## src/rtl/core/key_debounce_long_press_detector_assert.svh

```systemverilog
// Assertion macros shared by the key debounce and press detector RTL.
// Each macro expands to one labeled concurrent assertion with an asynchronous reset guard.
`ifndef KEY_DEBOUNCE_LONG_PRESS_DETECTOR_ASSERT_SVH
`define KEY_DEBOUNCE_LONG_PRESS_DETECTOR_ASSERT_SVH

// The consequent must hold in the same cycle as the antecedent.
`define KDLP_ASSERT_NOW(label, clk, rst_n, ante, cons) \
	label: assert property (@(posedge clk) disable iff (!rst_n) (ante) |-> (cons)) \
		else $error("kdlp assertion failed");

// The consequent must hold in the cycle after the antecedent.
`define KDLP_ASSERT_NEXT(label, clk, rst_n, ante, cons) \
	label: assert property (@(posedge clk) disable iff (!rst_n) (ante) |=> (cons)) \
		else $error("kdlp assertion failed");

`endif

```

## src/rtl/core/kdlp_pkg.sv

```systemverilog
// Shared widths, codes, reset values and types for the key debounce and press detector.
// No dependencies; every other file of the block but the assertion macro header refers to it by scoped names.
`default_nettype none

package kdlp_pkg;

	localparam int KEY_COUNT_DEF = 4;

	localparam int KEYS_W   = 4;
	localparam int ACTION_W = 4;
	localparam int DEB_W    = 8;
	localparam int LONG_W   = 16;
	localparam int HOLD_W   = 16;
	localparam int CFG_IDX_W  = 1;
	localparam int CFG_DATA_W = 16;

	localparam logic [DEB_W-1:0]  DEB_RST  = DEB_W'(1);
	localparam logic [LONG_W-1:0] LONG_RST = LONG_W'(100);

	localparam logic OP_TICK  = 1'b0;
	localparam logic OP_FETCH = 1'b1;

	localparam logic [CFG_IDX_W-1:0] CFG_DEBOUNCE = CFG_IDX_W'(0);
	localparam logic [CFG_IDX_W-1:0] CFG_LONG     = CFG_IDX_W'(1);

	localparam logic [ACTION_W-1:0] ACT_NONE = ACTION_W'(0);

	typedef struct packed {
		logic [DEB_W-1:0]  debounce_ticks;
		logic [LONG_W-1:0] long_ticks;
	} kdlp_thr_t;

	typedef struct packed {
		logic short_pend;
		logic long_pend;
	} kdlp_pend_t;

	typedef struct packed {
		logic clr_short;
		logic clr_long;
	} kdlp_clr_t;

endpackage

`default_nettype wire

```

## src/rtl/core/kdlp_if.sv

```systemverilog
// Valid/ready channel interfaces of the key detector: input items, results and register writes.
// Depends on kdlp_pkg for the payload widths.
`default_nettype none

interface kdlp_item_if;
	logic                        valid;
	logic                        ready;
	logic                        operation;
	logic [kdlp_pkg::KEYS_W-1:0] keys_pressed;

	modport source(output valid, operation, keys_pressed, input ready);
	modport sink(input valid, operation, keys_pressed, output ready);
endinterface

interface kdlp_result_if;
	logic                          valid;
	logic                          ready;
	logic [kdlp_pkg::ACTION_W-1:0] action_code;

	modport source(output valid, action_code, input ready);
	modport sink(input valid, action_code, output ready);
endinterface

interface kdlp_cfg_if;
	logic                            valid;
	logic                            ready;
	logic [kdlp_pkg::CFG_IDX_W-1:0]  index;
	logic [kdlp_pkg::CFG_DATA_W-1:0] data;

	modport source(output valid, index, data, input ready);
	modport sink(input valid, index, data, output ready);
endinterface

`default_nettype wire

```

## src/rtl/core/kdlp_key_fsm.sv

```systemverilog
// One key lane: released/debounce/pressed/long-held machine, hold counter and sticky event flags.
// Depends on kdlp_pkg for thresholds and the flag structs.
`default_nettype none

module kdlp_key_fsm (
	input  logic                 clk,
	input  logic                 arst_n,
	input  logic                 tick,
	input  logic                 down,
	input  kdlp_pkg::kdlp_thr_t  thr,
	input  kdlp_pkg::kdlp_clr_t  clr,
	output kdlp_pkg::kdlp_pend_t pend
);

	localparam logic [1:0] PH_RELEASED = 2'd0;
	localparam logic [1:0] PH_DEBOUNCE = 2'd1;
	localparam logic [1:0] PH_PRESSED  = 2'd2;
	localparam logic [1:0] PH_LONG     = 2'd3;

	logic [1:0]                  phase_q;
	logic [1:0]                  phase_d;
	logic [kdlp_pkg::HOLD_W-1:0] hold_q;
	logic [kdlp_pkg::HOLD_W-1:0] hold_d;
	logic [kdlp_pkg::HOLD_W-1:0] hold_inc;
	logic                        short_q;
	logic                        long_q;
	logic                        set_short;
	logic                        set_long;

	assign hold_inc = hold_q + kdlp_pkg::HOLD_W'(1);

	always_comb begin
		phase_d   = phase_q;
		hold_d    = hold_q;
		set_short = 1'b0;
		set_long  = 1'b0;
		if (tick) begin
			unique case (phase_q)
				PH_RELEASED: begin
					if (down) begin
						phase_d = PH_DEBOUNCE;
						hold_d  = '0;
					end
				end
				PH_DEBOUNCE: begin
					if (!down) begin
						phase_d = PH_RELEASED;
					end else if (hold_inc >= kdlp_pkg::HOLD_W'(thr.debounce_ticks)) begin
						phase_d = PH_PRESSED;
						hold_d  = '0;
					end else begin
						hold_d = hold_inc;
					end
				end
				PH_PRESSED: begin
					if (!down) begin
						phase_d   = PH_RELEASED;
						set_short = 1'b1;
					end else begin
						hold_d = hold_inc;
						if (hold_inc >= kdlp_pkg::HOLD_W'(thr.long_ticks)) begin
							phase_d = PH_LONG;
						end
					end
				end
				PH_LONG: begin
					if (!down) begin
						phase_d  = PH_RELEASED;
						set_long = 1'b1;
					end
				end
			endcase
		end
	end

	always_ff @(posedge clk or negedge arst_n) begin
		if (!arst_n) begin
			phase_q <= PH_RELEASED;
			hold_q  <= '0;
			short_q <= 1'b0;
			long_q  <= 1'b0;
		end else begin
			phase_q <= phase_d;
			hold_q  <= hold_d;
			// Ticks and fetches never share a cycle, so set and clear cannot collide.
			short_q <= set_short | (short_q & ~clr.clr_short);
			long_q  <= set_long | (long_q & ~clr.clr_long);
		end
	end

	assign pend.short_pend = short_q;
	assign pend.long_pend  = long_q;

endmodule

`default_nettype wire

```

## src/rtl/core/kdlp_event_arb.sv

```systemverilog
// Fixed-priority event picker: long presses before short ones, lowest key first.
// Depends on kdlp_pkg for the flag structs and the action code width.
`default_nettype none

module kdlp_event_arb #(
	parameter int KEY_COUNT = kdlp_pkg::KEY_COUNT_DEF
) (
	input  logic                                  fetch,
	input  kdlp_pkg::kdlp_pend_t [KEY_COUNT-1:0]  pend,
	output logic [kdlp_pkg::ACTION_W-1:0]         code,
	output kdlp_pkg::kdlp_clr_t [KEY_COUNT-1:0]   clr
);

	logic found;

	always_comb begin
		code  = kdlp_pkg::ACT_NONE;
		clr   = '0;
		found = 1'b0;
		for (int k = 0; k < KEY_COUNT; k++) begin
			if (!found && pend[k].long_pend) begin
				found           = 1'b1;
				code            = kdlp_pkg::ACTION_W'(KEY_COUNT + 1 + k);
				clr[k].clr_long = fetch;
			end
		end
		for (int k = 0; k < KEY_COUNT; k++) begin
			if (!found && pend[k].short_pend) begin
				found            = 1'b1;
				code             = kdlp_pkg::ACTION_W'(1 + k);
				clr[k].clr_short = fetch;
			end
		end
	end

endmodule

`default_nettype wire

```

## src/rtl/core/key_debounce_long_press_detector.sv

```systemverilog
// Channel    | Dir | Payload                   | Transfer when
// item       | in  | operation, keys_pressed   | item.valid && item.ready
// result     | out | action_code               | result.valid && result.ready
// cfg        | in  | index, data               | cfg.valid && cfg.ready (always ready)
//
// One item per cycle unless a fetch is stalled: each item is held in the input register,
// then all key lanes update (tick) or the event picker loads the result register (fetch).
// A fetch waits in the input register only while the result register holds an untaken result.
// Reset returns every key to released, clears all pending events and loads the default
// thresholds (debounce 1, long 100). No clearing pass is needed.
// Top level of the key debounce and press detector; depends on kdlp_pkg, kdlp_if,
// kdlp_key_fsm, kdlp_event_arb and the assertion macro header.
`default_nettype none
`include "key_debounce_long_press_detector_assert.svh"

module key_debounce_long_press_detector #(
	parameter int KEY_COUNT = kdlp_pkg::KEY_COUNT_DEF
) (
	input logic           clk,
	input logic           arst_n,
	kdlp_item_if.sink     item,
	kdlp_result_if.source result,
	kdlp_cfg_if.sink      cfg
);

	logic                          valid_s1;
	logic                          op_s1;
	logic [kdlp_pkg::KEYS_W-1:0]   keys_s1;
	logic                          out_valid_q;
	logic [kdlp_pkg::ACTION_W-1:0] action_q;
	kdlp_pkg::kdlp_thr_t           thr_q;

	logic tick_go;
	logic fetch_go;
	logic s1_free;

	kdlp_pkg::kdlp_pend_t [KEY_COUNT-1:0] pend;
	kdlp_pkg::kdlp_clr_t [KEY_COUNT-1:0]  clr;
	logic [kdlp_pkg::ACTION_W-1:0]        code;

	assign tick_go  = valid_s1 && (op_s1 == kdlp_pkg::OP_TICK);
	assign fetch_go = valid_s1 && (op_s1 == kdlp_pkg::OP_FETCH) && (!out_valid_q || result.ready);
	assign s1_free  = !valid_s1 || tick_go || fetch_go;

	assign item.ready = s1_free;
	assign cfg.ready  = 1'b1;

	always_ff @(posedge clk or negedge arst_n) begin
		if (!arst_n) begin
			valid_s1 <= 1'b0;
		end else if (s1_free) begin
			valid_s1 <= item.valid;
		end
	end

	always_ff @(posedge clk) begin
		if (s1_free && item.valid) begin
			op_s1   <= item.operation;
			keys_s1 <= item.keys_pressed;
		end
	end

	always_ff @(posedge clk or negedge arst_n) begin
		if (!arst_n) begin
			out_valid_q <= 1'b0;
		end else if (fetch_go) begin
			out_valid_q <= 1'b1;
		end else if (result.ready) begin
			out_valid_q <= 1'b0;
		end
	end

	always_ff @(posedge clk) begin
		if (fetch_go) begin
			action_q <= code;
		end
	end

	always_ff @(posedge clk or negedge arst_n) begin
		if (!arst_n) begin
			thr_q.debounce_ticks <= kdlp_pkg::DEB_RST;
			thr_q.long_ticks     <= kdlp_pkg::LONG_RST;
		end else if (cfg.valid) begin
			unique case (cfg.index)
				kdlp_pkg::CFG_DEBOUNCE: thr_q.debounce_ticks <= cfg.data[kdlp_pkg::DEB_W-1:0];
				kdlp_pkg::CFG_LONG:     thr_q.long_ticks     <= cfg.data[kdlp_pkg::LONG_W-1:0];
			endcase
		end
	end

	assign result.valid       = out_valid_q;
	assign result.action_code = action_q;

	for (genvar k = 0; k < KEY_COUNT; k++) begin : g_key
		logic down;

		// Keys beyond the sampled levels always read as released.
		if (k < kdlp_pkg::KEYS_W) begin : g_sampled
			assign down = keys_s1[k];
		end else begin : g_unsampled
			assign down = 1'b0;
		end

		kdlp_key_fsm u_key (
			.clk    (clk),
			.arst_n (arst_n),
			.tick   (tick_go),
			.down   (down),
			.thr    (thr_q),
			.clr    (clr[k]),
			.pend   (pend[k])
		);
	end

	kdlp_event_arb #(
		.KEY_COUNT (KEY_COUNT)
	) u_arb (
		.fetch (fetch_go),
		.pend  (pend),
		.code  (code),
		.clr   (clr)
	);

	`KDLP_ASSERT_NEXT(a_fetch_loads_result, clk, arst_n, fetch_go, out_valid_q)
	`KDLP_ASSERT_NEXT(a_tick_no_result, clk, arst_n, tick_go && !out_valid_q, !out_valid_q)
	`KDLP_ASSERT_NOW(a_one_clear, clk, arst_n, 1'b1, $onehot0(clr))
	`KDLP_ASSERT_NOW(a_clear_on_fetch, clk, arst_n, clr != '0, fetch_go)

endmodule

`default_nettype wire
```

## src/flat_wrapper.sv

```systemverilog
// flat-port wrapper written by rule: the top's interface ports become plain ports
module key_debounce_long_press_detector_flat 
#(
	parameter int KEY_COUNT = kdlp_pkg::KEY_COUNT_DEF
)
  (clk, arst_n, item_valid, item_operation, item_keys_pressed, item_ready, result_valid, result_action_code, result_ready, cfg_valid, cfg_index, cfg_data, cfg_ready);
  kdlp_item_if item_i ();
  kdlp_result_if result_i ();
  kdlp_cfg_if cfg_i ();
  input logic clk;
  input logic arst_n;
  input wire logic [$bits(item_i.valid)-1:0] item_valid;
  input wire logic [$bits(item_i.operation)-1:0] item_operation;
  input wire logic [$bits(item_i.keys_pressed)-1:0] item_keys_pressed;
  output wire logic [$bits(item_i.ready)-1:0] item_ready;
  output wire logic [$bits(result_i.valid)-1:0] result_valid;
  output wire logic [$bits(result_i.action_code)-1:0] result_action_code;
  input wire logic [$bits(result_i.ready)-1:0] result_ready;
  input wire logic [$bits(cfg_i.valid)-1:0] cfg_valid;
  input wire logic [$bits(cfg_i.index)-1:0] cfg_index;
  input wire logic [$bits(cfg_i.data)-1:0] cfg_data;
  output wire logic [$bits(cfg_i.ready)-1:0] cfg_ready;
  assign item_i.valid = item_valid;
  assign item_i.operation = item_operation;
  assign item_i.keys_pressed = item_keys_pressed;
  assign item_ready = item_i.ready;
  assign result_valid = result_i.valid;
  assign result_action_code = result_i.action_code;
  assign result_i.ready = result_ready;
  assign cfg_i.valid = cfg_valid;
  assign cfg_i.index = cfg_index;
  assign cfg_i.data = cfg_data;
  assign cfg_ready = cfg_i.ready;
  key_debounce_long_press_detector #(.KEY_COUNT(KEY_COUNT)) u_core (.clk(clk), .arst_n(arst_n), .item(item_i), .result(result_i), .cfg(cfg_i));
endmodule
```

## config.mk

```make
export PLATFORM = sky130hd
export DESIGN_NAME = key_debounce_long_press_detector_flat
export DESIGN_NICKNAME = d
export VERILOG_FILES = /design/src/rtl/core/kdlp_pkg.sv /design/src/rtl/core/kdlp_if.sv /design/src/rtl/core/kdlp_key_fsm.sv /design/src/rtl/core/kdlp_event_arb.sv /design/src/rtl/core/key_debounce_long_press_detector.sv /design/src/flat_wrapper.sv
export VERILOG_INCLUDE_DIRS = /design/src /design/src/rtl/core
export SDC_FILE = /design/constraint.sdc
export NUM_CORES = 1
export LEC_CHECK = 0
export ABC_AREA = 1
export BUFFER_PORTS_ARGS = -buffer_cell sky130_fd_sc_hd__buf_4
export CAP_MARGIN = 0
export CORE_MARGIN = 8
export CORE_UTILIZATION = 31
export DETAILED_ROUTE_END_ITERATION = 7
export HOLD_SLACK_MARGIN = 0.05
export PLACE_DENSITY = 0.47
export SLEW_MARGIN = 5
export SYNTH_ARGS = -nofsm -noshare
export SYNTH_HDL_FRONTEND = slang
export SYNTH_SLANG_ARGS = --single-unit
```

## constraint.sdc

```tcl
create_clock -name clk -period 3.4 [get_ports clk]
set_input_delay 0.34 -clock clk [delete_from_list [all_inputs] [get_ports clk]]
set_output_delay 0.34 -clock clk [all_outputs]
set_load 0.01 [all_outputs]
```

==> results.sh, run 1 <==
export IMPL_p_clk_share_pct=37.0
export IMPL_worstMarginPinSlew_ns=0.971
export IMPL_cts_buffer_depth=2
export IMPL_synthAdderAreaFrac_pct=16.4
export IMPL_internal_power_mw=3.46
export IMPL_startpoint_type="flip-flop"
export IMPL_yosysWarningCount=0
export IMPL_cp_common_cell="nor2_1"
export IMPL_critPathTopFamily="simple AND/OR/NAND/NOR gates"
export IMPL_cts_tree="yes"
export IMPL_fill_cells=3006
export IMPL_nets=1384
export IMPL_setup_viol=0
export IMPL_grt_total_usage_pct=14.9
export IMPL_worst_path_buf_inv=0
export IMPL_layout_drive_gt1_share_pct=11.7
export IMPL_dr_pass1_iters=5
export IMPL_finalPower_mw=5.58
export IMPL_postRouteAntennaNets=0
export IMPL_hpwlAfterDp_mm=19.6
export IMPL_clock_skew_ns=0.00915
export IMPL_fp_dieArea_mm2=0.0347
export IMPL_area_growth_pct=15.3
export IMPL_switching_share_pct=38.0
export IMPL_synthSimpleGateAreaFrac_pct=28.0
export IMPL_synth_compound_area_share_pct=11.4
export IMPL_fin_crit_ns=2.86
export IMPL_portBuffers=32
export IMPL_worst_hold_path_type="in2reg"
export IMPL_cp_arrival_ns=3.20
export IMPL_synthTopCellsByArea="dfrtp_1 28%, ha_1 16%, nand2_1 12%, inv_1 7.6%, nand3_1 4.8%"
export IMPL_synth_top_cell_area_share_pct=28.4
export IMPL_cellLeakagePower_nw=5.36
export IMPL_min_from="item_keys_pressed[2]"
export IMPL_cp_required_ns=3.74
export IMPL_insertion_delay_ns=0.43
export IMPL_syn_inst=1195
export IMPL_ys_ff_latch=115
export IMPL_synth_top_family_by_area="simple AND/OR/NAND/NOR gates"
export IMPL_start_util_pct=31.4
export IMPL_hold_viol=0
export IMPL_syn_area_mm2=0.00900
export IMPL_die_y_um=186
export IMPL_synthTopCellsByCount="278 x nand2_1, 182 x inv_1, 118 x ha_1"
export IMPL_numCtsBuffers=17
export IMPL_place_gp_congestion=0.861
export IMPL_syn_avg_cell_area_um2=7.53
export IMPL_max_freq_mhz=350
export IMPL_synthXorXnorAreaFrac_pct=2.53
export IMPL_cts_root_buf="clkbuf_16"
export IMPL_p_sw_mw=2.12
export IMPL_die_w_um=186
export IMPL_reg2reg_from="u_core.g_key[0].u_key.hold_q[0]"
export IMPL_yosysUniqueCellTypes=41
export IMPL_p_per_area_mw_per_mm2=538
export IMPL_vias=7835
export IMPL_slew_headroom_pct=35.1
export IMPL_coreArea_mm2=0.0286
export IMPL_p_comb_share_pct=31.9
export IMPL_rsz0062_at_grt="no"
export IMPL_peakVddDrop_mv=0.305
export IMPL_critPathMaxStageDelay_ns=0.50
export IMPL_wl_mm=25.8
export IMPL_cpMaxStageDelayCell="dfrtp_1"
export IMPL_async_reset_ff_share_pct=92.2
export IMPL_antenna_found_initial=0
export IMPL_critPathMaxFanout=9
export IMPL_synth_flop_cell="dfrtp_1"
export IMPL_end_kind="flip-flop"
export IMPL_grt_max_degree=58
export IMPL_synth_mux_area_share_pct=0.250
export IMPL_maxSlewViolCount=0
export IMPL_status="finished clean"
export IMPL_synth_top_cell_by_area="dfrtp_1"
export IMPL_antenna_cells=0
export IMPL_seq_power_share_pct=31.1
export IMPL_rows=62
export IMPL_cts_sinks=115
export IMPL_grt_pass1_vias=7622
export IMPL_cts_htree_levels=4
export IMPL_routedWlPerCell_um=15.8
export IMPL_ios=34
export IMPL_critPathLaunch="u_core.g_key[0].u_key.hold_q[0]"
export IMPL_min_period_over_period_pct=84.1
export IMPL_ys_seq_area_share_pct=32.5
export IMPL_post_cts_setup_buffer_count=0
export IMPL_grt_pass1_wl_mm=41.8
export IMPL_cap_violations=0
export IMPL_post_drt_via_cell_ratio=4.79
export IMPL_drtIter0Drc=636
export IMPL_path_cells="ha_1 > nand3_1 > nor2_2 > nor2_1 > a21oi_1 > ha_1 > nand2_1 > o21bai_1 > nand3_1 > nor2_1 > nand2_1 > nor2_1 > nand3_2 > nand2_4 > nand2_4 > mux2i_4"
export IMPL_synth_edff_count=9
export IMPL_path_class="reg2reg"
export IMPL_synth_nets=1340
export IMPL_drcViolationCount=0
export IMPL_grt_ovfl_total=0
export IMPL_yosysMostFrequentCell="nand2_1"
export IMPL_setup_tns_ns=0
export IMPL_path_clk_slew_ns=0.06
-- flip-flops by register name (all words and copies together) (netlist names) --
register and cells:
u_core.g_key.u_key.hold_q 64, u_core.g_key.u_key.long_q 4, u_core.g_key.u_key.phase_q 8, u_core.g_key.u_key.short_q 4
u_core.keys_s1 4, u_core.op_s1 1, u_core.result.action_code 4, u_core.result.valid 1
u_core.thr_q 24, u_core.valid_s1 1
-- final timing paths --
path	end	slack, ns	cells after the start
max in group asynchronous	u_core.g_key[3].u_key.hold_q[15]	2.11	3
setup / recovery	u_core.g_key[0].u_key.hold_q[0]	0.54	16
setup reg to reg	u_core.g_key[0].u_key.hold_q[0]	0.54	16
min in group asynchronous	u_core.g_key[0].u_key.hold_q[12]	0.53	2
hold reg to reg	u_core.thr_q[19]	0.49	2
hold / removal	u_core.keys_s1[2]	0.08	1
-- logic make-up after synthesis --
logic type | after synthesis
xor+xnor | 26
flops | 115
compound gates | 173
fa+ha+maj | 118
buf+inv | 207
mux | 1
simple gates | 554
other cells | 1
-- cell type report --
cell class                      count  area, um2  share of cell area, %
Clock buffer                       17        425                   4.10
Sequential cell                   115       2930                   28.2
Timing Repair Buffer               39        308                   2.97
Multi-Input combinational cell    873       5280                   50.9
Tap cell                          384        480                   4.63
Clock inverter                     15        226                   2.18
Inverter                          193        724                   6.98
-- per-layer routing --
layer	up-vias	GRT usage (%)	routed length (um)
li1	4010	-	-
met1	3609	19.8	12500
met2	176	24.3	11600
met3	40	2.18	995
met4	0	5.51	653
met5	-	0	0
-- what timing repair did --
item | CTS | global route
hold buffers | 1 | 0
gates resized for setup | 0 | 0
hold endpoints to repair | 52 | 0
-- layout by cell type (no fill, tap or decap), types with 5 or more instances in the layout --
master,count
o21a_1,6
nor2_4,8
nor3_1,14
nor2_2,14
o21ai_0,67
nand3_1,87
o21bai_1,7
o21ai_2,9
dfrtp_1,102
o22ai_2,8
inv_1,182
nand4_1,42
edfxtp_1,9
o21ai_1,7
ha_1,118
xor2_1,23
a21oi_1,58
nand2_2,8
nor2_1,91
clkbuf_16,17
nand2_1,278
bufinv_16,5
buf_4,37
inv_2,11
-- power by group through the flow --
| stage | Combinational (mW) | Sequential, mW | Clock [mW] |
|---|---|---|---|
| final | 1.78 | 1.73 | 2.06 |
| after global routing | 2.05 | 1.76 | 2.16 |
| after CTS | 1.80 | 1.73 | 2.11 |
| after detailed placement | 1.79 | 1.75 | 0 |
| after global placement | 1.78 | 1.75 | 0 |
| after floorplan | 1.27 | 1.71 | 0 |
-- metrics by stage --
stage               hold WS [ns]  utilization [%]  worst slack, ns  area [um2]  instances
floorplan                 0.0444                -            0.994        9000       1195
global placement           0.468             33.9            0.592        9710       1603
detailed placement         0.473             33.9            0.573        9710       1603
CTS                       0.0698             36.2            0.547       10400       1636
global route              0.0694             36.2            0.185       10400       1636
finish                    0.0821             36.2            0.540       10400       1636
Note: power is estimated with default switching activity, not from simulation.
==> run 2: changes to the inputs <==
- PLACE_DENSITY: 0.47 -> 0.48
- clock period: 3.4 -> 2.6 ns (I/O delays scaled with it)
==> results.sh, run 2 (same netlist as run 1, synthesis figures left out) <==
export IMPL_status="finished, violations left"
export IMPL_failed_checks="setup timing"
export IMPL_holdPathStages=3
export IMPL_r2r_cells=15
export IMPL_switching_share_pct=41.2
export IMPL_cpMaxStageDelayCell="dfrtp_1"
export IMPL_postRouteAntennaNets=0
export IMPL_cts_buffer_depth=2
export IMPL_peakVddDrop_mv=0.269
export IMPL_min_from="cfg_data[10]"
export IMPL_finalPower_mw=7.45
export IMPL_p_per_area_mw_per_mm2=633
export IMPL_largest_register_ffs=64
export IMPL_critPathTopFamily="simple AND/OR/NAND/NOR gates"
export IMPL_critPathMaxFanout=5
export IMPL_vias=8258
export IMPL_drtIter0Drc=422
export IMPL_end_kind="flip-flop"
export IMPL_post_drt_via_cell_ratio=4.76
export IMPL_finish_instance_area_mm2=0.0118
export IMPL_setup_viol=9
export IMPL_path_class="reg2reg"
export IMPL_rrSetupSlack_ns=-0.02
export IMPL_insertion_delay_ns=0.43
export IMPL_numCtsBuffers=17
export IMPL_die_w_um=186
export IMPL_start_util_pct=31.4
export IMPL_reg2reg_from="u_core.g_key[3].u_key.hold_q[1]"
export IMPL_cts_tree="yes"
export IMPL_layout_common_cells="257 x nand2_1, 175 x inv_1, 124 x buf_4, 104 x ha_1, 90 x dfrtp_1"
export IMPL_wl_mm=27.2
export IMPL_slew_headroom_pct=50.9
export IMPL_critPathMaxStageDelay_ns=0.40
export IMPL_p_comb_share_pct=39.9
export IMPL_antenna_found_initial=0
export IMPL_routedWlPerCell_um=15.6
export IMPL_utilization_pct=41.1
export IMPL_grt_max_degree=60
export IMPL_dpl_cell_area_mm2=0.0101
export IMPL_cap_violations=0
export IMPL_internal_power_mw=4.38
export IMPL_layout_drive_gt1_share_pct=26.8
export IMPL_fill_cells=2919
export IMPL_rsz0062_at_grt="yes"
export IMPL_maxSlewViolCount=0
export IMPL_max_freq_mhz=382
export IMPL_p_clk_share_pct=29.8
export IMPL_hpwlAfterDp_mm=20.3
export IMPL_met1_length_mm=12.6
export IMPL_coreArea_mm2=0.0286
export IMPL_nets=1484
export IMPL_largest_register="u_core.g_key.u_key.hold_q"
export IMPL_grt_total_usage_pct=15.6
export IMPL_portBuffers=32
export IMPL_cts_sinks=115
export IMPL_cts_htree_levels=4
export IMPL_antenna_cells=0
export IMPL_ios=34
export IMPL_grt_pass1_wl_mm=43.4
export IMPL_drcViolationCount=0
export IMPL_worstMarginPinSlew_ns=0.735
export IMPL_fp_dieArea_mm2=0.0347
export IMPL_reg_largest_list="u_core.g_key.u_key.hold_q: 64 flops, u_core.thr_q: 24 flops, u_core.g_key.u_key.phase_q: 8 flops"
export IMPL_hold_slack_ns=0.0742
export IMPL_min_period_over_period_pct=101
export IMPL_die_y_um=186
export IMPL_worst_path_buf_inv=3
export IMPL_clock_skew_ns=0.0136
export IMPL_worst_slack_ns=-0.0197
export IMPL_crit_cells=15
export IMPL_holdPathEnd="u_core.thr_q[10]"
export IMPL_grt_ovfl_total=0
export IMPL_place_gp_congestion=0.860
export IMPL_grt_pass1_vias=8181
export IMPL_path_cells="ha_4 > nand2_4 > nor3_4 > xor2_1 > inv_1 > ha_4 > nand2_4 > buf_4 > buf_4 > nor2_1 > a21oi_4 > nand3_4 > nand2_8 > nand2_2 > o21ai_2"
export IMPL_dr_pass1_iters=7
export IMPL_met2_length_mm=12.3
export IMPL_cellLeakagePower_nw=5.89
export IMPL_wl_met3_mm=1.14
export IMPL_fin_crit_ns=2.62
export IMPL_p_sw_mw=3.07
export IMPL_cts_root_buf="clkbuf_16"
export IMPL_rows=62
export IMPL_area_growth_pct=30.8
export IMPL_routed_top_layer="met4"
export IMPL_seq_power_share_pct=30.4
export IMPL_layout_cells_most_common="nand2_1"
export IMPL_cp_required_ns=2.92
export IMPL_r2r_end="u_core.g_key[3].u_key.hold_q[6]"
export IMPL_startpoint_type="flip-flop"
export IMPL_cp_arrival_ns=2.94
export IMPL_worst_hold_path_type="in2reg"
export IMPL_hold_viol=0
export IMPL_path_clk_slew_ns=0.06
-- run 2: power by group through the flow --
stage	combinational [mW]	clock (mW)	sequential (mW)
CTS	2.66	2.27	2.24
finish	2.97	2.22	2.26
global placement	2.47	0	2.27
floorplan	1.67	0	2.23
global route	3.34	2.35	2.30
detailed placement	2.48	0	2.27
-- run 2: area by class of cell --
class	count	area, um2	share of cell area, %
Multi-Input combinational cell	877	6030	51.2
Sequential cell	115	2940	25.0
Timing Repair Buffer	135	1050	8.96
Inverter	193	724	6.16
Tap cell	384	480	4.08
Clock buffer	20	457	3.88
Clock inverter	12	83.8	0.712
-- run 2: stage by stage --
step | cells | worst slack (ns) | TNS (ns)
floorplan | 1195 | 0.194 | 0
global placement | 1659 | -0.0909 | -1.37
detailed placement | 1659 | -0.148 | -2.74
CTS | 1718 | -0.0190 | -0.0687
global route | 1736 | -0.161 | -4.65
finish | 1736 | -0.0197 | -0.148
-- run 2: layer usage --
| metal | GRT usage [%] | vias to the layer above |
|---|---|---|
| met5 | 0 | - |
| met4 | 7.14 | 0 |
| met3 | 2.70 | 61 |
| met2 | 25.3 | 154 |
| met1 | 20.0 | 3832 |
| li1 | - | 4211 |
-- run 2: repair_timing --
item / 4_1_cts / 5_1_grt
cloned: 2 / 2
endpoints found under the setup margin: 34 / 59
hold buffers: 7 / 0
pin swaps: 12 / 85
endpoints found under the hold margin: 25 / 0
buffers inserted: 18 / 18
gates resized for setup: 23 / 141
-- run 2: tightest hold or removal path, cell delays in order --
cell and delay [ns]:
buf_4 0.08, nor2_1 0.03, a21oi_1 0.09
-- run 2: worst max-delay path by stage --
stage / from / endpoint / slack (ns)
final: u_core.g_key[3].u_key.hold_q[1] / u_core.g_key[3].u_key.hold_q[6] / -0.02
after global placement: u_core.g_key[1].u_key.hold_q[0] / u_core.g_key[1].u_key.hold_q[14] / -0.09
after CTS: u_core.g_key[3].u_key.hold_q[1] / u_core.g_key[3].u_key.hold_q[2] / -0.02
after floorplan: u_core.g_key[1].u_key.hold_q[0] / u_core.g_key[1].u_key.hold_q[0] / 0.19
after global routing: u_core.g_key[2].u_key.hold_q[2] / u_core.g_key[2].u_key.hold_q[3] / -0.16
after detailed placement: u_core.g_key[3].u_key.hold_q[0] / u_core.g_key[3].u_key.hold_q[4] / -0.15
==> run 3: changes to the inputs <==
- CORE_ASPECT_RATIO: unset -> 0.5
- CORE_UTILIZATION: 31 -> 25
- PLACE_DENSITY: 0.48 -> 0.4
- clock period: 2.6 -> 3.25 ns (I/O delays scaled with it)
==> results.sh, run 3 (same netlist as run 1, synthesis figures left out) <==
export IMPL_antenna_cells=0
export IMPL_rrSetupSlack_ns=0.32
export IMPL_end_kind="flip-flop"
export IMPL_worst_hold_path_type="in2reg"
export IMPL_die_w_um=284
export IMPL_post_drt_via_cell_ratio=4.49
export IMPL_grt_total_usage_pct=13.1
export IMPL_cap_violations=0
export IMPL_holdPathEnd="u_core.keys_s1[0]"
export IMPL_setup_viol=0
export IMPL_max_freq_mhz=342
export IMPL_critPathMaxFanout=9
export IMPL_vias=7825
export IMPL_cellLeakagePower_nw=5.34
export IMPL_r2r_cells=16
export IMPL_insertion_delay_ns=0.43
export IMPL_min_from="item_keys_pressed[0]"
export IMPL_cts_tree="yes"
export IMPL_nets=1390
export IMPL_grt_ovfl_total=0
export IMPL_fp_dieArea_mm2=0.0427
export IMPL_rows=49
export IMPL_numCtsBuffers=17
export IMPL_grt_pass1_vias=8048
export IMPL_reg_largest_list="u_core.g_key.u_key.hold_q: 64 flops, u_core.thr_q: 24 flops, u_core.g_key.u_key.phase_q: 8 flops"
export IMPL_slew_headroom_pct=37.6
export IMPL_antenna_found_initial=0
export IMPL_critPathMaxStageDelay_ns=0.51
export IMPL_worstMarginPinSlew_ns=0.934
export IMPL_hold_viol=0
export IMPL_place_gp_congestion=0.813
export IMPL_cp_common_cell="nor2_1"
export IMPL_holdPathStages=1
export IMPL_cp_arrival_ns=3.27
export IMPL_postRouteAntennaNets=0
export IMPL_status="finished clean"
export IMPL_r2r_end="u_core.g_key[0].u_key.hold_q[0]"
export IMPL_min_period_over_period_pct=90.1
export IMPL_drcViolationCount=0
export IMPL_peakVddDrop_mv=0.316
export IMPL_cts_buffer_depth=2
export IMPL_layout_drive_gt1_share_pct=11.4
export IMPL_largest_register="u_core.g_key.u_key.hold_q"
export IMPL_dr_pass1_iters=5
export IMPL_cp_required_ns=3.60
export IMPL_ios=34
export IMPL_rsz0062_at_grt="no"
export IMPL_routedWlPerCell_um=15.6
export IMPL_cts_sinks=115
export IMPL_die_y_um=150
export IMPL_reg2reg_from="u_core.g_key[0].u_key.hold_q[0]"
export IMPL_p_per_area_mw_per_mm2=520
export IMPL_layout_common_cells="278 x nand2_1, 182 x inv_1, 118 x ha_1, 102 x dfrtp_1, 91 x nor2_1"
export IMPL_drtIter0Drc=393
export IMPL_coreArea_mm2=0.0357
export IMPL_startpoint_type="flip-flop"
export IMPL_grt_max_degree=46
export IMPL_largest_register_ffs=64
export IMPL_portBuffers=32
export IMPL_layout_cells_most_common="nand2_1"
export IMPL_setup_tns_ns=0
export IMPL_post_cts_setup_buffer_count=0
export IMPL_wl_mm=27.1
export IMPL_clock_skew_ns=0.00631
export IMPL_hpwlAfterDp_mm=20.5
export IMPL_utilization_pct=29.2
export IMPL_path_cells="ha_1 > nand3_1 > nor2_2 > nor2_1 > a21oi_1 > ha_1 > nand2_1 > o21bai_1 > nand3_1 > nor2_1 > nand2_1 > nor2_1 > nand3_2 > nand2_4 > nand2_4 > mux2i_4"
export IMPL_cts_root_buf="clkbuf_16"
export IMPL_grt_pass1_wl_mm=43.3
export IMPL_start_util_pct=25.2
export IMPL_fin_crit_ns=2.93
export IMPL_cpMaxStageDelayCell="dfrtp_1"
export IMPL_maxSlewViolCount=0
export IMPL_cts_htree_levels=4
export IMPL_path_class="reg2reg"
export IMPL_area_growth_pct=15.7
export IMPL_path_clk_slew_ns=0.05
run 3: worst max path at each step:
stage | slack [ns] | from | end
after floorplan | 0.84 | u_core.g_key[1].u_key.hold_q[0] | u_core.g_key[1].u_key.hold_q[0]
after global placement | 0.28 | u_core.g_key[0].u_key.hold_q[0] | u_core.g_key[0].u_key.hold_q[0]
after detailed placement | 0.30 | u_core.g_key[0].u_key.hold_q[0] | u_core.g_key[0].u_key.hold_q[0]
after CTS | 0.28 | u_core.g_key[0].u_key.hold_q[0] | u_core.g_key[0].u_key.hold_q[0]
after global routing | 0.0009 | u_core.g_key[1].u_key.hold_q[0] | u_core.g_key[1].u_key.hold_q[0]
final | 0.32 | u_core.g_key[0].u_key.hold_q[0] | u_core.g_key[0].u_key.hold_q[0]
run 3: critical path: cells and delay by family (launching register included):
family                   cells  cell delay (ns)
AO/OA/AOI/OAI                2             0.43
flip-flops                   1             0.51
AND/OR/NAND/NOR             11             1.16
adder cells (fa/ha/maj)      2             0.58
multiplexers                 1             0.16
run 3: metal layers:
metal | vias to the layer above | share of wire, % | GRT usage, % | wire, um
met4 | 0 | 2.3 | 4.33 | 627
met2 | 89 | 47 | 22.5 | 12700
met5 | - | 0 | 0 | 0
li1 | 4025 | - | - | -
met1 | 3681 | 48 | 16.4 | 13100
met3 | 30 | 2.4 | 2.58 | 648
run 3: area by class of cell:
cell class                 instances  area [um2]
fill                            3884       25300
multi-input combinational        873        5280
sequential                       115        2930
inverter                         193         724
tap                              484         606
clock buffer                      25         475
timing repair buffer              45         360
clock inverter                     7        35.0
run 3: metrics by stage:
step | instance area, um2 | std cells | total power [mW] | hold WS (ns) | setup slack, ns
global route | 10400 | 1742 | 5.84 | 0.0515 | 0.000870
CTS | 10400 | 1742 | 5.50 | 0.0602 | 0.283
global placement | 9860 | 1706 | 3.74 | 0.408 | 0.279
floorplan | 9000 | 1195 | 3.12 | 0.0294 | 0.844
finish | 10400 | 1742 | 5.42 | 0.0826 | 0.322
detailed placement | 9860 | 1706 | 3.76 | 0.412 | 0.300
run 3: repair_timing:
item,CTS,global route
resized for setup,0,0
hold endpoints to repair,44,0
hold buffers,4,0
run 3: where the power goes:
| part | internal (mW) | switching [mW] |
|---|---|---|
| registers | 1.63 | 0.169 |
| clock network | 1.00 | 0.694 |
| logic | 0.632 | 1.29 |
| total | 3.27 | 2.15 |
